===== src/rtl/core/multi_led_blink_sequencer_top_defines.svh =====
// assertion macros shared by the led blink sequencer modules
// no dependencies; taken in by `include where checks are written
`ifndef MULTI_LED_BLINK_SEQUENCER_TOP_DEFINES_SVH
`define MULTI_LED_BLINK_SEQUENCER_TOP_DEFINES_SVH

// same-cycle implication, checked outside reset
`define MLBS_ASSERT_IMPL(label, clk, rst_n, ante, cons) \
    label: assert property (@(posedge clk) disable iff (!rst_n) (ante) |-> (cons)) \
        else $error("mlbs check failed");

// next-cycle implication, checked outside reset
`define MLBS_ASSERT_NEXT(label, clk, rst_n, ante, cons) \
    label: assert property (@(posedge clk) disable iff (!rst_n) (ante) |=> (cons)) \
        else $error("mlbs check failed");

`endif


===== src/rtl/core/mlbs_pkg.sv =====
// shared types and constants of the led blink sequencer
// no dependencies; used by mlbs_front, mlbs_back and the top level
package mlbs_pkg;

    // parameter defaults and limits
    localparam int NUM_LEDS_MAX_DEF = 8;
    localparam int LED_SLOTS_MAX    = 8;   // led index field is 3 bits
    localparam int QUEUE_DEPTH      = 2;

    // request codes on the input tuser
    localparam logic [1:0] REQ_TICK  = 2'd0;
    localparam logic [1:0] REQ_BLINK = 2'd1;
    localparam logic [1:0] REQ_STOP  = 2'd2;

    // command kinds held in the queue
    localparam logic [1:0] KIND_TICK  = 2'd0;
    localparam logic [1:0] KIND_BLINK = 2'd1;
    localparam logic [1:0] KIND_STOP  = 2'd2;

    // configuration register indexes
    localparam int         CFG_IDX_W     = 1;
    localparam int         CFG_DATA_W    = 4;
    localparam logic [0:0] CFG_NUM_LEDS  = 1'b0;
    localparam logic [0:0] CFG_FINISH_EN = 1'b1;
    localparam logic [3:0] NUM_LEDS_RST  = 4'd8;

    // blink constants
    localparam logic [7:0] FOREVER_LIMIT = 8'd100;
    localparam logic [7:0] START_COUNT   = 8'hFE;

    // classified command passed from front to back
    typedef struct packed {
        logic [1:0] kind;
        logic [2:0] idx;
        logic       forever_run;
        logic [7:0] toggles;
        logic [7:0] on_time;
        logic [7:0] off_time;
    } t_cmd;

endpackage


===== src/rtl/core/multi_led_blink_sequencer_top.sv =====
// top level of the led blink sequencer: ports, configuration registers
// depends on mlbs_pkg, mlbs_front and mlbs_back

// A blink command is carried out once it reaches the back end and the output
// register is free, and gives one result. A tick or a stop-all leaves the
// command queue, scans the LEDs in use one LED per cycle, while no held result
// waits on a stalled output, through the single read/write port of the
// per-LED state, and then closes the transaction; with num_leds at 0 it only
// leaves the queue. A toggle result is held back one step so that the last
// one can carry tlast. The front end takes items into a two-entry command
// queue while the back end works, and drops request type 3 and blink commands
// whose LED index is not below NUM_LEDS_MAX without any result.
module multi_led_blink_sequencer_top #(
    parameter int NUM_LEDS_MAX = mlbs_pkg::NUM_LEDS_MAX_DEF
) (
    input  logic                            i_clk,
    input  logic                            i_rst_n,
    // input stream
    input  logic                            s_axis_tvalid,
    output logic                            s_axis_tready,
    // [2:0] led_index, [10:3] blink_count, [18:11] high_time, [26:19] low_time
    input  logic [31:0]                     s_axis_tdata,
    // [1:0] req_type
    input  logic [1:0]                      s_axis_tuser,
    // result stream
    output logic                            m_axis_tvalid,
    input  logic                            m_axis_tready,
    // [2:0] out_led, [3] led_level, [4] run_done
    output logic [7:0]                      m_axis_tdata,
    output logic                            m_axis_tlast,
    // configuration writes
    input  logic                            i_cfg_valid,
    output logic                            o_cfg_ready,
    input  logic [mlbs_pkg::CFG_IDX_W-1:0]  i_cfg_index,
    input  logic [mlbs_pkg::CFG_DATA_W-1:0] i_cfg_data
);

    logic [3:0]     r_num_leds;
    logic           r_finish_en;
    logic           q_valid;
    mlbs_pkg::t_cmd q_cmd;
    logic           pop;
    logic [2:0]     out_led;
    logic           led_level;
    logic           run_done;

    // configuration registers
    assign o_cfg_ready = 1'b1;

    always_ff @(posedge i_clk) begin
        if (!i_rst_n) begin
            r_num_leds  <= mlbs_pkg::NUM_LEDS_RST;
            r_finish_en <= 1'b0;
        end else if (i_cfg_valid) begin
            unique case (i_cfg_index)
                mlbs_pkg::CFG_NUM_LEDS:  r_num_leds  <= i_cfg_data[3:0];
                mlbs_pkg::CFG_FINISH_EN: r_finish_en <= i_cfg_data[0];
                default:                 r_num_leds  <= r_num_leds;
            endcase
        end
    end

    // front end
    mlbs_front #(
        .NUM_LEDS_MAX (NUM_LEDS_MAX)
    ) u_front (
        .i_clk         (i_clk),
        .i_rst_n       (i_rst_n),
        .i_valid       (s_axis_tvalid),
        .o_ready       (s_axis_tready),
        .i_req_type    (s_axis_tuser),
        .i_led_index   (s_axis_tdata[2:0]),
        .i_blink_count (s_axis_tdata[10:3]),
        .i_high_time   (s_axis_tdata[18:11]),
        .i_low_time    (s_axis_tdata[26:19]),
        .o_q_valid     (q_valid),
        .o_q_cmd       (q_cmd),
        .i_pop         (pop)
    );

    // back end
    mlbs_back #(
        .NUM_LEDS_MAX (NUM_LEDS_MAX)
    ) u_back (
        .i_clk       (i_clk),
        .i_rst_n     (i_rst_n),
        .i_num_leds  (r_num_leds),
        .i_finish_en (r_finish_en),
        .i_q_valid   (q_valid),
        .i_q_cmd     (q_cmd),
        .o_pop       (pop),
        .o_valid     (m_axis_tvalid),
        .i_ready     (m_axis_tready),
        .o_out_led   (out_led),
        .o_led_level (led_level),
        .o_run_done  (run_done),
        .o_last      (m_axis_tlast)
    );

    assign m_axis_tdata = {3'b000, run_done, led_level, out_led};

endmodule


===== src/rtl/core/mlbs_front.sv =====
// front end: accepts input transactions, classifies them, queues commands
// depends on mlbs_pkg and multi_led_blink_sequencer_top_defines.svh
`include "multi_led_blink_sequencer_top_defines.svh"

module mlbs_front #(
    parameter int NUM_LEDS_MAX = mlbs_pkg::NUM_LEDS_MAX_DEF
) (
    input  logic              i_clk,
    input  logic              i_rst_n,
    input  logic              i_valid,
    output logic              o_ready,
    input  logic [1:0]        i_req_type,
    input  logic [2:0]        i_led_index,
    input  logic [7:0]        i_blink_count,
    input  logic [7:0]        i_high_time,
    input  logic [7:0]        i_low_time,
    output logic              o_q_valid,
    output mlbs_pkg::t_cmd    o_q_cmd,
    input  logic              i_pop
);

    localparam int Q_PTR_W = (mlbs_pkg::QUEUE_DEPTH > 1) ? $clog2(mlbs_pkg::QUEUE_DEPTH) : 1;
    localparam int Q_CNT_W = $clog2(mlbs_pkg::QUEUE_DEPTH + 1);

    mlbs_pkg::t_cmd r_mem [mlbs_pkg::QUEUE_DEPTH];
    logic [Q_PTR_W-1:0] r_wr_ptr, r_rd_ptr;
    logic [Q_CNT_W-1:0] r_count;

    mlbs_pkg::t_cmd cmd;
    logic keep;
    logic accept;
    logic push;

    // classify: drop unused codes and blink commands past the led range
    always_comb begin
        cmd             = '0;
        cmd.idx         = i_led_index;
        cmd.on_time     = i_high_time;
        cmd.off_time    = i_low_time;
        cmd.forever_run = i_blink_count > mlbs_pkg::FOREVER_LIMIT;
        cmd.toggles     = cmd.forever_run ? 8'd0 : {i_blink_count[6:0], 1'b0};
        keep            = 1'b0;
        unique case (i_req_type)
            mlbs_pkg::REQ_TICK: begin
                cmd.kind = mlbs_pkg::KIND_TICK;
                keep     = 1'b1;
            end
            mlbs_pkg::REQ_BLINK: begin
                cmd.kind = mlbs_pkg::KIND_BLINK;
                keep     = 32'(i_led_index) < NUM_LEDS_MAX;
            end
            mlbs_pkg::REQ_STOP: begin
                cmd.kind = mlbs_pkg::KIND_STOP;
                keep     = 1'b1;
            end
            default: begin
                cmd.kind = mlbs_pkg::KIND_TICK;
                keep     = 1'b0;
            end
        endcase
    end

    assign o_ready   = r_count != Q_CNT_W'(mlbs_pkg::QUEUE_DEPTH);
    assign accept    = i_valid && o_ready;
    assign push      = accept && keep;
    assign o_q_valid = r_count != '0;
    assign o_q_cmd   = r_mem[r_rd_ptr];

    // queue storage
    always_ff @(posedge i_clk) begin
        if (push) begin
            r_mem[r_wr_ptr] <= cmd;
        end
    end

    // queue pointers and fill level
    always_ff @(posedge i_clk) begin
        if (!i_rst_n) begin
            r_wr_ptr <= '0;
            r_rd_ptr <= '0;
            r_count  <= '0;
        end else begin
            if (push) begin
                r_wr_ptr <= Q_PTR_W'(r_wr_ptr + 1'b1);
            end
            if (i_pop) begin
                r_rd_ptr <= Q_PTR_W'(r_rd_ptr + 1'b1);
            end
            if (push && !i_pop) begin
                r_count <= Q_CNT_W'(r_count + 1'b1);
            end else if (!push && i_pop) begin
                r_count <= Q_CNT_W'(r_count - 1'b1);
            end
        end
    end

    // checks
    `MLBS_ASSERT_IMPL(a_cnt_range, i_clk, i_rst_n, 1'b1, r_count <= Q_CNT_W'(mlbs_pkg::QUEUE_DEPTH))
    `MLBS_ASSERT_IMPL(a_pop_nonempty, i_clk, i_rst_n, i_pop, r_count != '0)
    `MLBS_ASSERT_NEXT(a_push_grows, i_clk, i_rst_n, push && !i_pop, r_count == Q_CNT_W'($past(r_count) + 1'b1))

endmodule


===== src/rtl/core/mlbs_back.sv =====
// back end: per-led blink state, led scan sequencer and output register
// depends on mlbs_pkg and multi_led_blink_sequencer_top_defines.svh
`include "multi_led_blink_sequencer_top_defines.svh"

module mlbs_back #(
    parameter int NUM_LEDS_MAX = mlbs_pkg::NUM_LEDS_MAX_DEF
) (
    input  logic              i_clk,
    input  logic              i_rst_n,
    input  logic [3:0]        i_num_leds,
    input  logic              i_finish_en,
    input  logic              i_q_valid,
    input  mlbs_pkg::t_cmd    i_q_cmd,
    output logic              o_pop,
    output logic              o_valid,
    input  logic              i_ready,
    output logic [2:0]        o_out_led,
    output logic              o_led_level,
    output logic              o_run_done,
    output logic              o_last
);

    localparam int LED_CNT   = (NUM_LEDS_MAX < mlbs_pkg::LED_SLOTS_MAX) ?
                               NUM_LEDS_MAX : mlbs_pkg::LED_SLOTS_MAX;
    localparam int LED_IDX_W = (LED_CNT > 1) ? $clog2(LED_CNT) : 1;

    localparam logic [1:0] ST_IDLE  = 2'd0;
    localparam logic [1:0] ST_SCAN  = 2'd1;
    localparam logic [1:0] ST_FLUSH = 2'd2;

    // per-led state
    logic       r_level   [LED_CNT];
    logic [7:0] r_edge    [LED_CNT];
    logic [7:0] r_toggles [LED_CNT];
    logic       r_forever [LED_CNT];
    logic [7:0] r_on      [LED_CNT];
    logic [7:0] r_off     [LED_CNT];

    // sequencer
    logic [1:0]           r_state, n_state;
    logic [LED_IDX_W-1:0] r_idx, n_idx;
    logic                 r_is_stop, n_is_stop;
    logic                 r_hold_vld, n_hold_vld;
    logic [2:0]           r_hold_led, n_hold_led;
    logic                 r_hold_lvl, n_hold_lvl;
    logic                 r_hold_done, n_hold_done;

    // output register
    logic       r_out_vld;
    logic [2:0] r_out_led;
    logic       r_out_lvl;
    logic       r_out_done;
    logic       r_out_last;

    logic [3:0]           scan_n;
    logic                 out_free;
    logic                 step_ok;
    logic                 last_step;
    logic                 cur_level;
    logic [7:0]           cur_edge;
    logic [7:0]           cur_toggles;
    logic                 cur_forever;
    logic                 active;
    logic [7:0]           edge_inc;
    logic [7:0]           limit;
    logic                 hit;
    logic                 res;
    logic                 res_lvl;
    logic                 res_done;
    logic                 blink_load;

    logic                 wr_en;
    logic                 wr_times;
    logic [LED_IDX_W-1:0] wr_idx;
    logic                 wr_level;
    logic [7:0]           wr_edge;
    logic [7:0]           wr_toggles;
    logic                 wr_forever;

    logic                 out_load;
    logic [2:0]           out_led;
    logic                 out_lvl;
    logic                 out_done;
    logic                 out_last;

    assign scan_n    = (i_num_leds > 4'(LED_CNT)) ? 4'(LED_CNT) : i_num_leds;
    assign out_free  = !r_out_vld || i_ready;
    assign step_ok   = !r_hold_vld || out_free;
    assign last_step = (4'(r_idx) + 4'd1) == scan_n;

    // state of the led under scan
    assign cur_level   = r_level[r_idx];
    assign cur_edge    = r_edge[r_idx];
    assign cur_toggles = r_toggles[r_idx];
    assign cur_forever = r_forever[r_idx];
    assign active      = cur_forever || (cur_toggles != 8'd0);
    assign edge_inc    = 8'(cur_edge + 1'b1);
    assign limit       = cur_level ? r_on[r_idx] : r_off[r_idx];
    assign hit         = edge_inc > limit;

    // sequencer next state, state writes and result selection
    always_comb begin
        n_state     = r_state;
        n_idx       = r_idx;
        n_is_stop   = r_is_stop;
        n_hold_vld  = r_hold_vld;
        n_hold_led  = r_hold_led;
        n_hold_lvl  = r_hold_lvl;
        n_hold_done = r_hold_done;
        o_pop       = 1'b0;
        blink_load  = 1'b0;
        wr_en       = 1'b0;
        wr_times    = 1'b0;
        wr_idx      = r_idx;
        wr_level    = cur_level;
        wr_edge     = cur_edge;
        wr_toggles  = cur_toggles;
        wr_forever  = cur_forever;
        res         = 1'b0;
        res_lvl     = 1'b0;
        res_done    = 1'b0;
        out_load    = 1'b0;
        out_led     = r_hold_led;
        out_lvl     = r_hold_lvl;
        out_done    = r_hold_done;
        out_last    = 1'b0;
        unique case (r_state)
            ST_IDLE: begin
                if (i_q_valid) begin
                    if (i_q_cmd.kind == mlbs_pkg::KIND_BLINK) begin
                        // load one led and report it off
                        if (out_free) begin
                            o_pop      = 1'b1;
                            blink_load = 1'b1;
                            wr_en      = 1'b1;
                            wr_times   = 1'b1;
                            wr_idx     = i_q_cmd.idx[LED_IDX_W-1:0];
                            wr_level   = 1'b0;
                            wr_edge    = mlbs_pkg::START_COUNT;
                            wr_toggles = i_q_cmd.toggles;
                            wr_forever = i_q_cmd.forever_run;
                            out_load   = 1'b1;
                            out_led    = i_q_cmd.idx;
                            out_lvl    = 1'b0;
                            out_done   = 1'b0;
                            out_last   = 1'b1;
                        end
                    end else begin
                        o_pop     = 1'b1;
                        n_idx     = '0;
                        n_is_stop = i_q_cmd.kind == mlbs_pkg::KIND_STOP;
                        if (scan_n != 4'd0) begin
                            n_state = ST_SCAN;
                        end
                    end
                end
            end
            ST_SCAN: begin
                if (step_ok) begin
                    wr_en = 1'b1;
                    if (r_is_stop) begin
                        wr_level   = 1'b0;
                        wr_edge    = 8'd0;
                        wr_toggles = 8'd0;
                        wr_forever = 1'b0;
                        res        = 1'b1;
                    end else if (active) begin
                        if (hit) begin
                            wr_edge  = 8'd1;
                            wr_level = !cur_level;
                            if (!cur_forever) begin
                                wr_toggles = 8'(cur_toggles - 1'b1);
                            end
                            res      = 1'b1;
                            res_lvl  = !cur_level;
                            res_done = !cur_forever && (cur_toggles == 8'd1) && i_finish_en;
                        end else begin
                            wr_edge = edge_inc;
                        end
                    end
                    // a new result pushes the held one out, not yet the last
                    if (res) begin
                        n_hold_vld  = 1'b1;
                        n_hold_led  = 3'(r_idx);
                        n_hold_lvl  = res_lvl;
                        n_hold_done = res_done;
                        if (r_hold_vld) begin
                            out_load = 1'b1;
                        end
                    end
                    if (last_step) begin
                        n_state = ST_FLUSH;
                    end else begin
                        n_idx = LED_IDX_W'(r_idx + 1'b1);
                    end
                end
            end
            ST_FLUSH: begin
                // the held result closes the transaction
                if (!r_hold_vld) begin
                    n_state = ST_IDLE;
                end else if (out_free) begin
                    out_load   = 1'b1;
                    out_last   = 1'b1;
                    n_hold_vld = 1'b0;
                    n_state    = ST_IDLE;
                end
            end
            default: begin
                n_state = ST_IDLE;
            end
        endcase
    end

    // per-led state registers
    always_ff @(posedge i_clk) begin
        if (!i_rst_n) begin
            for (int i = 0; i < LED_CNT; i++) begin
                r_level[i]   <= 1'b0;
                r_edge[i]    <= 8'd0;
                r_toggles[i] <= 8'd0;
                r_forever[i] <= 1'b0;
                r_on[i]      <= 8'd0;
                r_off[i]     <= 8'd0;
            end
        end else if (wr_en) begin
            r_level[wr_idx]   <= wr_level;
            r_edge[wr_idx]    <= wr_edge;
            r_toggles[wr_idx] <= wr_toggles;
            r_forever[wr_idx] <= wr_forever;
            if (wr_times) begin
                r_on[wr_idx]  <= i_q_cmd.on_time;
                r_off[wr_idx] <= i_q_cmd.off_time;
            end
        end
    end

    // sequencer registers
    always_ff @(posedge i_clk) begin
        if (!i_rst_n) begin
            r_state    <= ST_IDLE;
            r_idx      <= '0;
            r_is_stop  <= 1'b0;
            r_hold_vld <= 1'b0;
        end else begin
            r_state    <= n_state;
            r_idx      <= n_idx;
            r_is_stop  <= n_is_stop;
            r_hold_vld <= n_hold_vld;
        end
    end

    // held result payload
    always_ff @(posedge i_clk) begin
        r_hold_led  <= n_hold_led;
        r_hold_lvl  <= n_hold_lvl;
        r_hold_done <= n_hold_done;
    end

    // output register
    always_ff @(posedge i_clk) begin
        if (!i_rst_n) begin
            r_out_vld <= 1'b0;
        end else if (out_load) begin
            r_out_vld <= 1'b1;
        end else if (i_ready) begin
            r_out_vld <= 1'b0;
        end
    end

    always_ff @(posedge i_clk) begin
        if (out_load) begin
            r_out_led  <= out_led;
            r_out_lvl  <= out_lvl;
            r_out_done <= out_done;
            r_out_last <= out_last;
        end
    end

    assign o_valid     = r_out_vld;
    assign o_out_led   = r_out_led;
    assign o_led_level = r_out_lvl;
    assign o_run_done  = r_out_done;
    assign o_last      = r_out_last;

    // checks
    `MLBS_ASSERT_IMPL(a_hold_busy, i_clk, i_rst_n, r_hold_vld, r_state != ST_IDLE)
    `MLBS_ASSERT_IMPL(a_scan_range, i_clk, i_rst_n, r_state == ST_SCAN, 4'(r_idx) < scan_n)
    `MLBS_ASSERT_NEXT(a_blink_last, i_clk, i_rst_n, blink_load, r_out_vld && r_out_last)

endmodule


===== config.mk =====
export PLATFORM = sky130hd
export DESIGN_NAME = multi_led_blink_sequencer_top
export DESIGN_NICKNAME = d
export VERILOG_FILES = /design/src/rtl/core/mlbs_pkg.sv /design/src/rtl/core/multi_led_blink_sequencer_top.sv /design/src/rtl/core/mlbs_front.sv /design/src/rtl/core/mlbs_back.sv
export VERILOG_INCLUDE_DIRS = /design/src /design/src/rtl/core
export SDC_FILE = /design/constraint.sdc
export NUM_CORES = 1
export LEC_CHECK = 0
export ABC_CLOCK_PERIOD_IN_PS = 14520
export BUFFER_PORTS_ARGS = -buffer_cell sky130_fd_sc_hd__buf_2
export CORE_ASPECT_RATIO = 1.2
export CORE_MARGIN = 5
export CORE_UTILIZATION = 35
export DETAILED_ROUTE_END_ITERATION = 8
export REMOVE_ABC_BUFFERS = 1
export SLEW_MARGIN = 20
export SYNTH_ARGS = -nofsm -noshare
export SYNTH_HDL_FRONTEND = slang
export SYNTH_SLANG_ARGS = --single-unit

===== constraint.sdc =====
create_clock -name i_clk -period 14.52 [get_ports i_clk]
set_clock_uncertainty 0.2 [all_clocks]
set_input_delay 2.904 -clock i_clk [delete_from_list [all_inputs] [get_ports i_clk]]
set_output_delay 2.904 -clock i_clk [all_outputs]
set_load 0.005 [all_outputs]

==> results.json, run 1 <==
{
  "synthCells": 1224,
  "grt_pass1_wl_um": 60900,
  "cp-start-kind": "register",
  "maxSlewViolCount": 0,
  "dr.pass1.iters": 5,
  "critPathSlowestCell": "nor3_1",
  "synth_top_area_share_pct": 58.4,
  "syn_to_final_growth_pct": 12.7,
  "grt_max_degree": 59,
  "cp_data_required_time_ps": 14590,
  "path_delay_family": "simple AND/OR/NAND/NOR gates",
  "crit_fanout": 58,
  "tightest_slew_ps": 1040,
  "wl_per_cell_um": 20.6,
  "globalRouteOverflowTotal": 0,
  "multiInputGateArea_um2": 5810,
  "crit_type": "reg2reg",
  "peakVddDrop_uv": 103,
  "ys_seq_area_share_pct": 62.8,
  "cp_num_cells": 16,
  "cts_tree": "done",
  "power_uw": 3110,
  "hold_depth": 2,
  "synth_warnings": 0,
  "setup_viol": 0,
  "dr_total_vias": 10100,
  "die_w_um": 210,
  "crit_path_end_kind": "register",
  "setup_tns_ps": 0,
  "ctsResizeCount": 0,
  "cp_data_arrival_time_ps": 6020,
  "slowest_delay_ps": 790,
  "wirelength_um": 39500,
  "routabilityCongestion": 0.799,
  "status": "finished clean",
  "cts_buffers": 40,
  "power_leakage_uw": 0.00639,
  "period_share_pct": 41.0,
  "postCtsSetupRepairBufs": 0,
  "synth_top_area_cell": "edfxtp_1",
  "clock_latency_ps": 550,
  "die_area_um2": 52300,
  "clk_root_buffer_cell": "clkbuf_16",
  "synth_edf_count": 325,
  "slew_headroom_pct": 30.5,
  "avgSynthCellArea_um2": 13.7,
  "netlist_area_um2": 16700,
  "critPathBufInv": 3,
  "die_h_um": 249,
  "fmax_mhz": 168,
  "grt_pass1_vias": 10000,
  "drc": 0,
  "port_buffers": 46,
  "fillers": 4367,
  "worstPathCellList": "buf_4, mux4_1, mux2i_1, inv_1, ha_1, and4_1, xnor2_1, ha_1, nand2_1, o21a_1, o22ai_1, buf_4, and2_1, a41oi_1, nor3_1, nor2_1",
  "clk_path_buf_depth": 3,
  "yosysUniqueCellTypes": 83,
  "clkSinkCount": 362,
  "htree_levels": 2,
  "grt_use_total_pct": 15.0,
  "synthFlopType": "edfxtp_1",
  "finalHoldViolations": 0,
  "synth_seq_cells": 362,
  "via_per_inst": 5.26,
  "place_hpwl_um": 25200,
  "nets": 1321,
  "rows": 87,
  "pin_count": 56,
  "postCtsHoldBufs": 0,
  "seqCellArea_um2": 10500,
  "drive_above_1_share_pct": 22.0,
  "min_period_ps": 5950,
  "rsz0062_at_grt": "false",
  "n_antenna_cell": 0,
  "initial_core_util_pct": 35.5,
  "yosysMostFrequentCell": "edfxtp_1",
  "synth_area_leaders": "edfxtp_1 (58%), mux4_2 (8.1%), nor2_1 (6.0%), dfxtp_1 (4.4%), mux2i_1 (3.3%)",
  "clk_pin_slew_ps": 60,
  "power.density_nw_per_um2": 165,
  "synthArstFlopShare_pct": 0,
  "drtAntennaViolNets": 0,
  "rr_worst_depth": 16,
  "grt_antenna_before_repair": 0,
  "cap_viol_max_count": 0,
  "core-area_um2": 47100,
  "yosys-top-cells-count": "edfxtp_1 (325), nor2_1 (267), mux4_2 (60), mux2i_1 (55), nand2_1 (47)",
  "drt_iter0_drc": 592,
  "hp-class": "reg2reg"
}
[flip-flops by register name, indices dropped and copies added (netlist names), 2 cells and up, named ones only]
register           flops
u_back.r_state         2
u_back.r_idx           3
u_back.r_off          64
u_back.r_forever       8
u_back.r_on           64
u_back.r_toggles      64
u_front.r_count        2
u_back.r_hold_led      3
u_front.r_mem         58
u_back.r_level         8
r_num_leds             4
u_back.o_out_led       3
u_back.r_edge         64
[worst register-to-register path: cells and delay by family, from the launching register on]
kind,cells,cell delay [ps]
mux,2,1170
fa+ha+maj,2,660
simple gates,5,1530
xor+xnor,1,160
buf+inv,3,1140
compound gates,3,500
flops,1,310
[final timing paths]
kind	start	to	slack, ps
worst min register to register	u_back.r_level[4]$_DFF_P_	u_back.r_level[4]$_DFF_P_	260
worst min-delay path	u_back.r_level[4]$_DFF_P_	u_back.r_level[4]$_DFF_P_	260
worst max register to register	register	u_back.r_toggles[1][3]$_SDFFCE_PN0P_	8570
worst max-delay path	register	u_back.r_toggles[1][3]$_SDFFCE_PN0P_	8570
[cell families (layout without fill, tap and decap cells)]
kind of cell / count (synthesis) / after routing / share of synthesized area [%]
fa+ha+maj: 13 / 13 / 0.973
xor+xnor: 12 / 12 / 0.628
other cells: 2 / 4 / 0.0449
compound gates: 124 / 124 / 5.87
flops: 362 / 362 / 62.8
mux: 146 / 146 / 14.0
simple gates: 473 / 473 / 13.1
buf+inv: 92 / 160 / 2.60
[power breakdown]
group          switching [µW]  leakage, µW  internal [µW]  total, µW
Clock                     400     0.000615            572        972
Combinational             547      0.00218            305        853
Sequential               51.0      0.00359           1230       1280
[metrics by stage]
step / utilization, % / std cells / setup WS [ps] / hold WS [ps] / area [µm²]
finish: 40.0 / 1917 / 8570 / 259 / 18800
global route: 40.0 / 1917 / 8170 / 283 / 18800
CTS: 40.0 / 1917 / 8610 / 259 / 18800
detailed placement: 37.3 / 1845 / 8260 / 253 / 17600
global placement: 37.3 / 1845 / 8360 / 246 / 17600
floorplan: - / 1150 / 7600 / 237 / 16400
[cell type report]
class                      instances  area share (%)
clock buffer                      56            5.91
clock inverter                    16           0.737
inverter                          16           0.319
multi-input combinational        772            30.9
sequential                       362            55.8
tap                              623            4.14
timing repair buffer              72            2.26
[cell usage in the layout, fill, tap and decap left out, types with 7 or more instances in the layout]
cell and count:
mux4_2 60, nand3_1 28, clkbuf_1 13, and4_1 7
mux2i_1 55, xor2_1 7, and2_1 17, a21oi_1 22
dfxtp_1 33, o21ai_1 8, clkbuf_16 42, nor2_1 267
inv_1 16, clkinv_2 7, buf_4 26, nor2_2 40
mux2_2 21, nand4_1 12, o21ai_0 23, nand2b_1 9
buf_2 46, nor3_1 10, ha_1 13, nand2_1 47
edfxtp_1 325
[layer usage]
layer | GRT usage (%) | vias up | wire (µm)
met5 | 0 | - | 0
met4 | 4.63 | 0 | 971
met3 | 2.27 | 63 | 1940
met2 | 25.9 | 277 | 20000
met1 | 19.4 | 5078 | 16600
li1 | - | 4656 | -
Note: power is estimated with default switching activity, not from simulation.
==> run 2: changes to the inputs <==
--- a/config.mk
+++ b/config.mk
@@ -6,7 +6,8 @@
 export SDC_FILE = /design/constraint.sdc
 export NUM_CORES = 1
 export LEC_CHECK = 0
-export ABC_CLOCK_PERIOD_IN_PS = 14520
+export ABC_AREA = 1
+export ABC_CLOCK_PERIOD_IN_PS = 5400
 export BUFFER_PORTS_ARGS = -buffer_cell sky130_fd_sc_hd__buf_2
 export CORE_ASPECT_RATIO = 1.2
 export CORE_MARGIN = 5
==> constraint.sdc (replaced) <==
create_clock -name i_clk -period 5.4 [get_ports i_clk]
set_clock_uncertainty 0.2 [all_clocks]
set_input_delay 1.08 -clock i_clk [delete_from_list [all_inputs] [get_ports i_clk]]
set_output_delay 1.08 -clock i_clk [all_outputs]
set_load 0.005 [all_outputs]
==> results.json, run 2 <==
{
  "status": "finished clean",
  "synth_top_area_cell": "edfxtp_1",
  "crit_path_end": "u_back.r_edge[4][2]$_SDFFCE_PN0P_",
  "rsz0062_at_grt": "false",
  "slew_headroom_pct": 34.1,
  "synth_top_area_share_pct": 56.9,
  "clkSinkCount": 362,
  "wl_per_cell_um": 18.1,
  "cp_data_required_time_ps": 5460,
  "crit_fanout": 54,
  "multiInputGateArea_um2": 5600,
  "grt_antenna_before_repair": 0,
  "port_buffers": 46,
  "die_w_um": 212,
  "hp-class": "reg2reg",
  "n_antenna_cell": 0,
  "min_period_ps": 4820,
  "die_area_um2": 53600,
  "grt_pass1_vias": 12500,
  "netlist_area_um2": 17200,
  "synthArstFlopShare_pct": 0,
  "place_worst_setup_slack_ps": 644,
  "synthCells": 1774,
  "clk_pin_slew_ps": 60,
  "nets": 1864,
  "ys_seq_area_share_pct": 61.2,
  "yosysUniqueCellTypes": 44,
  "routabilityCongestion": 0.882,
  "syn_to_final_growth_pct": 12.3,
  "tightest_slew_ps": 986,
  "drt_iter0_drc": 924,
  "setup_ws_ps": 584,
  "cp_data_arrival_time_ps": 4880,
  "ctsResizeCount": 0,
  "min_from": "u_front.r_rd_ptr$_SDFFE_PN0P_",
  "power_leakage_uw": 0.00774,
  "clk_root_buffer_cell": "clkbuf_16",
  "fillers": 4667,
  "fmax_mhz": 208,
  "period_share_pct": 89.2,
  "dr.pass1.iters": 7,
  "via_per_inst": 5.10,
  "layout_common_cells": "nor2_1 (392), edfxtp_1 (325), nand2_1 (300)",
  "rr_worst_depth": 23,
  "drtAntennaViolNets": 0,
  "grt_use_total_pct": 16.5,
  "rrSetupSlack_ps": 580,
  "synth_area_leaders": "edfxtp_1 (57%), nor2_1 (8.6%), nand2_1 (6.6%), dfxtp_1 (4.3%), o21ai_0 (3.8%)",
  "core-area_um2": 48300,
  "htree_levels": 2,
  "cts_tree": "done",
  "drive_above_1_share_pct": 11.0,
  "peakVddDrop_uv": 313,
  "wirelength_um": 44700,
  "dr_total_vias": 12600,
  "seqCellArea_um2": 10500,
  "crit_path_end_kind": "register",
  "postCtsSetupRepairBufs": 0,
  "power_uw": 9150,
  "avgSynthCellArea_um2": 9.67,
  "drc": 0,
  "reg2reg_to": "u_back.r_edge[4][2]$_SDFFCE_PN0P_",
  "pin_count": 56,
  "clk_path_buf_depth": 3,
  "cp-start-kind": "register",
  "place_hpwl_um": 27300,
  "final_common_cell": "nor2_1",
  "synthFlopType": "edfxtp_1",
  "power.density_nw_per_um2": 475,
  "initial_core_util_pct": 35.5,
  "die_h_um": 253,
  "synth_seq_cells": 362,
  "postCtsHoldBufs": 0,
  "globalRouteOverflowTotal": 0,
  "synth_warnings": 0,
  "yosysMostFrequentCell": "nor2_1",
  "setup_viol": 0,
  "cts_buffers": 39,
  "grt_max_degree": 55,
  "synth_edf_count": 325,
  "grt_pass1_wl_um": 69100,
  "crit_type": "reg2reg",
  "clock_latency_ps": 540,
  "rows": 88,
  "yosys-top-cells-count": "nor2_1 (394), edfxtp_1 (325), nand2_1 (300), inv_1 (142), o21ai_0 (130)",
  "cap_viol_max_count": 0,
  "maxSlewViolCount": 0,
  "finalHoldViolations": 0
}
[run 2: cell count changes after synthesis, sizes merged, moves of 17 or more]
cell,previous run,this run
a21oi,24,83
and2,17,0
buf,32,57
inv,16,148
mux2,23,5
mux2i,58,23
mux4,65,0
nand2,47,322
nand3,28,95
nor2,307,411
o21ai,35,149
o22ai,5,44
[run 2: worst min-delay path by stage]
stage,slack (ps),endpoint,depth (start not counted)
after floorplan,240,r_finish_en$_SDFFE_PN0P_,2
after global placement,250,register,2
after detailed placement,260,u_back.r_level[7]$_DFF_P_,2
after CTS,270,register,2
after global routing,300,u_back.r_forever[0]$_DFF_P_,2
final,270,register,2
[run 2: cells by family after synthesis]
group	count (synthesis)	share of synthesized area, %
AOI/OAI and AO/OA	287	9.22
xor gates and xnor gates	6	0.306
adders and majority gates	13	0.948
buffers and inverters	235	6.25
DFF	362	61.2
muxes	28	1.67
other	2	0.0438
and+or+nand+nor	841	20.3
[run 2: critical path, cell delays in order (launching register included)]
cell     delay [ps]
dfxtp_4         440
inv_4           500
buf_4           450
o21ai_0         160
nand2_1          70
nand2_1          50
nand2_1         210
nand2_1          90
nor2_1          120
nand2_1          60
nand2_1          80
nand2_1          60
ha_1            290
nand2_1          70
nor2_1          130
nand2_1          70
nand2_1         140
nand2_1         150
inv_1           140
nand2_2         110
nand2_1         240
a21oi_1          70
o21ai_1         520
nor2_1           90
[run 2: final cells by class]
type,instances,share of cell area (%)
Clock buffer,60,5.96
Multi-Input combinational cell,1179,29.1
Sequential cell,362,54.5
Clock inverter,11,1.05
Inverter,150,2.97
Timing Repair Buffer,75,2.32
Tap cell,630,4.09
[run 2: power by group]
part	leakage, µW	internal, µW	switching, µW
Clock	0.000654	1750	1080
Sequential	0.00359	3340	94.8
Combinational	0.00350	778	2110
Total	0.00774	5870	3280
[run 2: metrics by stage]
| step | hold slack (ps) | std cells | utilization, % | setup TNS, ps | cell area, µm² |
|---|---|---|---|---|---|
| global route | 295 | 2467 | 39.9 | 0 | 19300 |
| detailed placement | 262 | 2396 | 37.1 | 0 | 17900 |
| global placement | 248 | 2396 | 37.1 | 0 | 17900 |
| finish | 269 | 2467 | 39.9 | 0 | 19300 |
| floorplan | 239 | 1691 | - | -124350 | 16700 |
| CTS | 272 | 2467 | 39.9 | 0 | 19300 |
[run 2: routing by layer]
layer	up-vias	track usage, %	wire [µm]
li1	6037	-	-
met1	6038	20.7	18200
met2	409	28.8	22300
met3	106	2.43	2680
met4	0	6.20	1490
met5	-	0	0
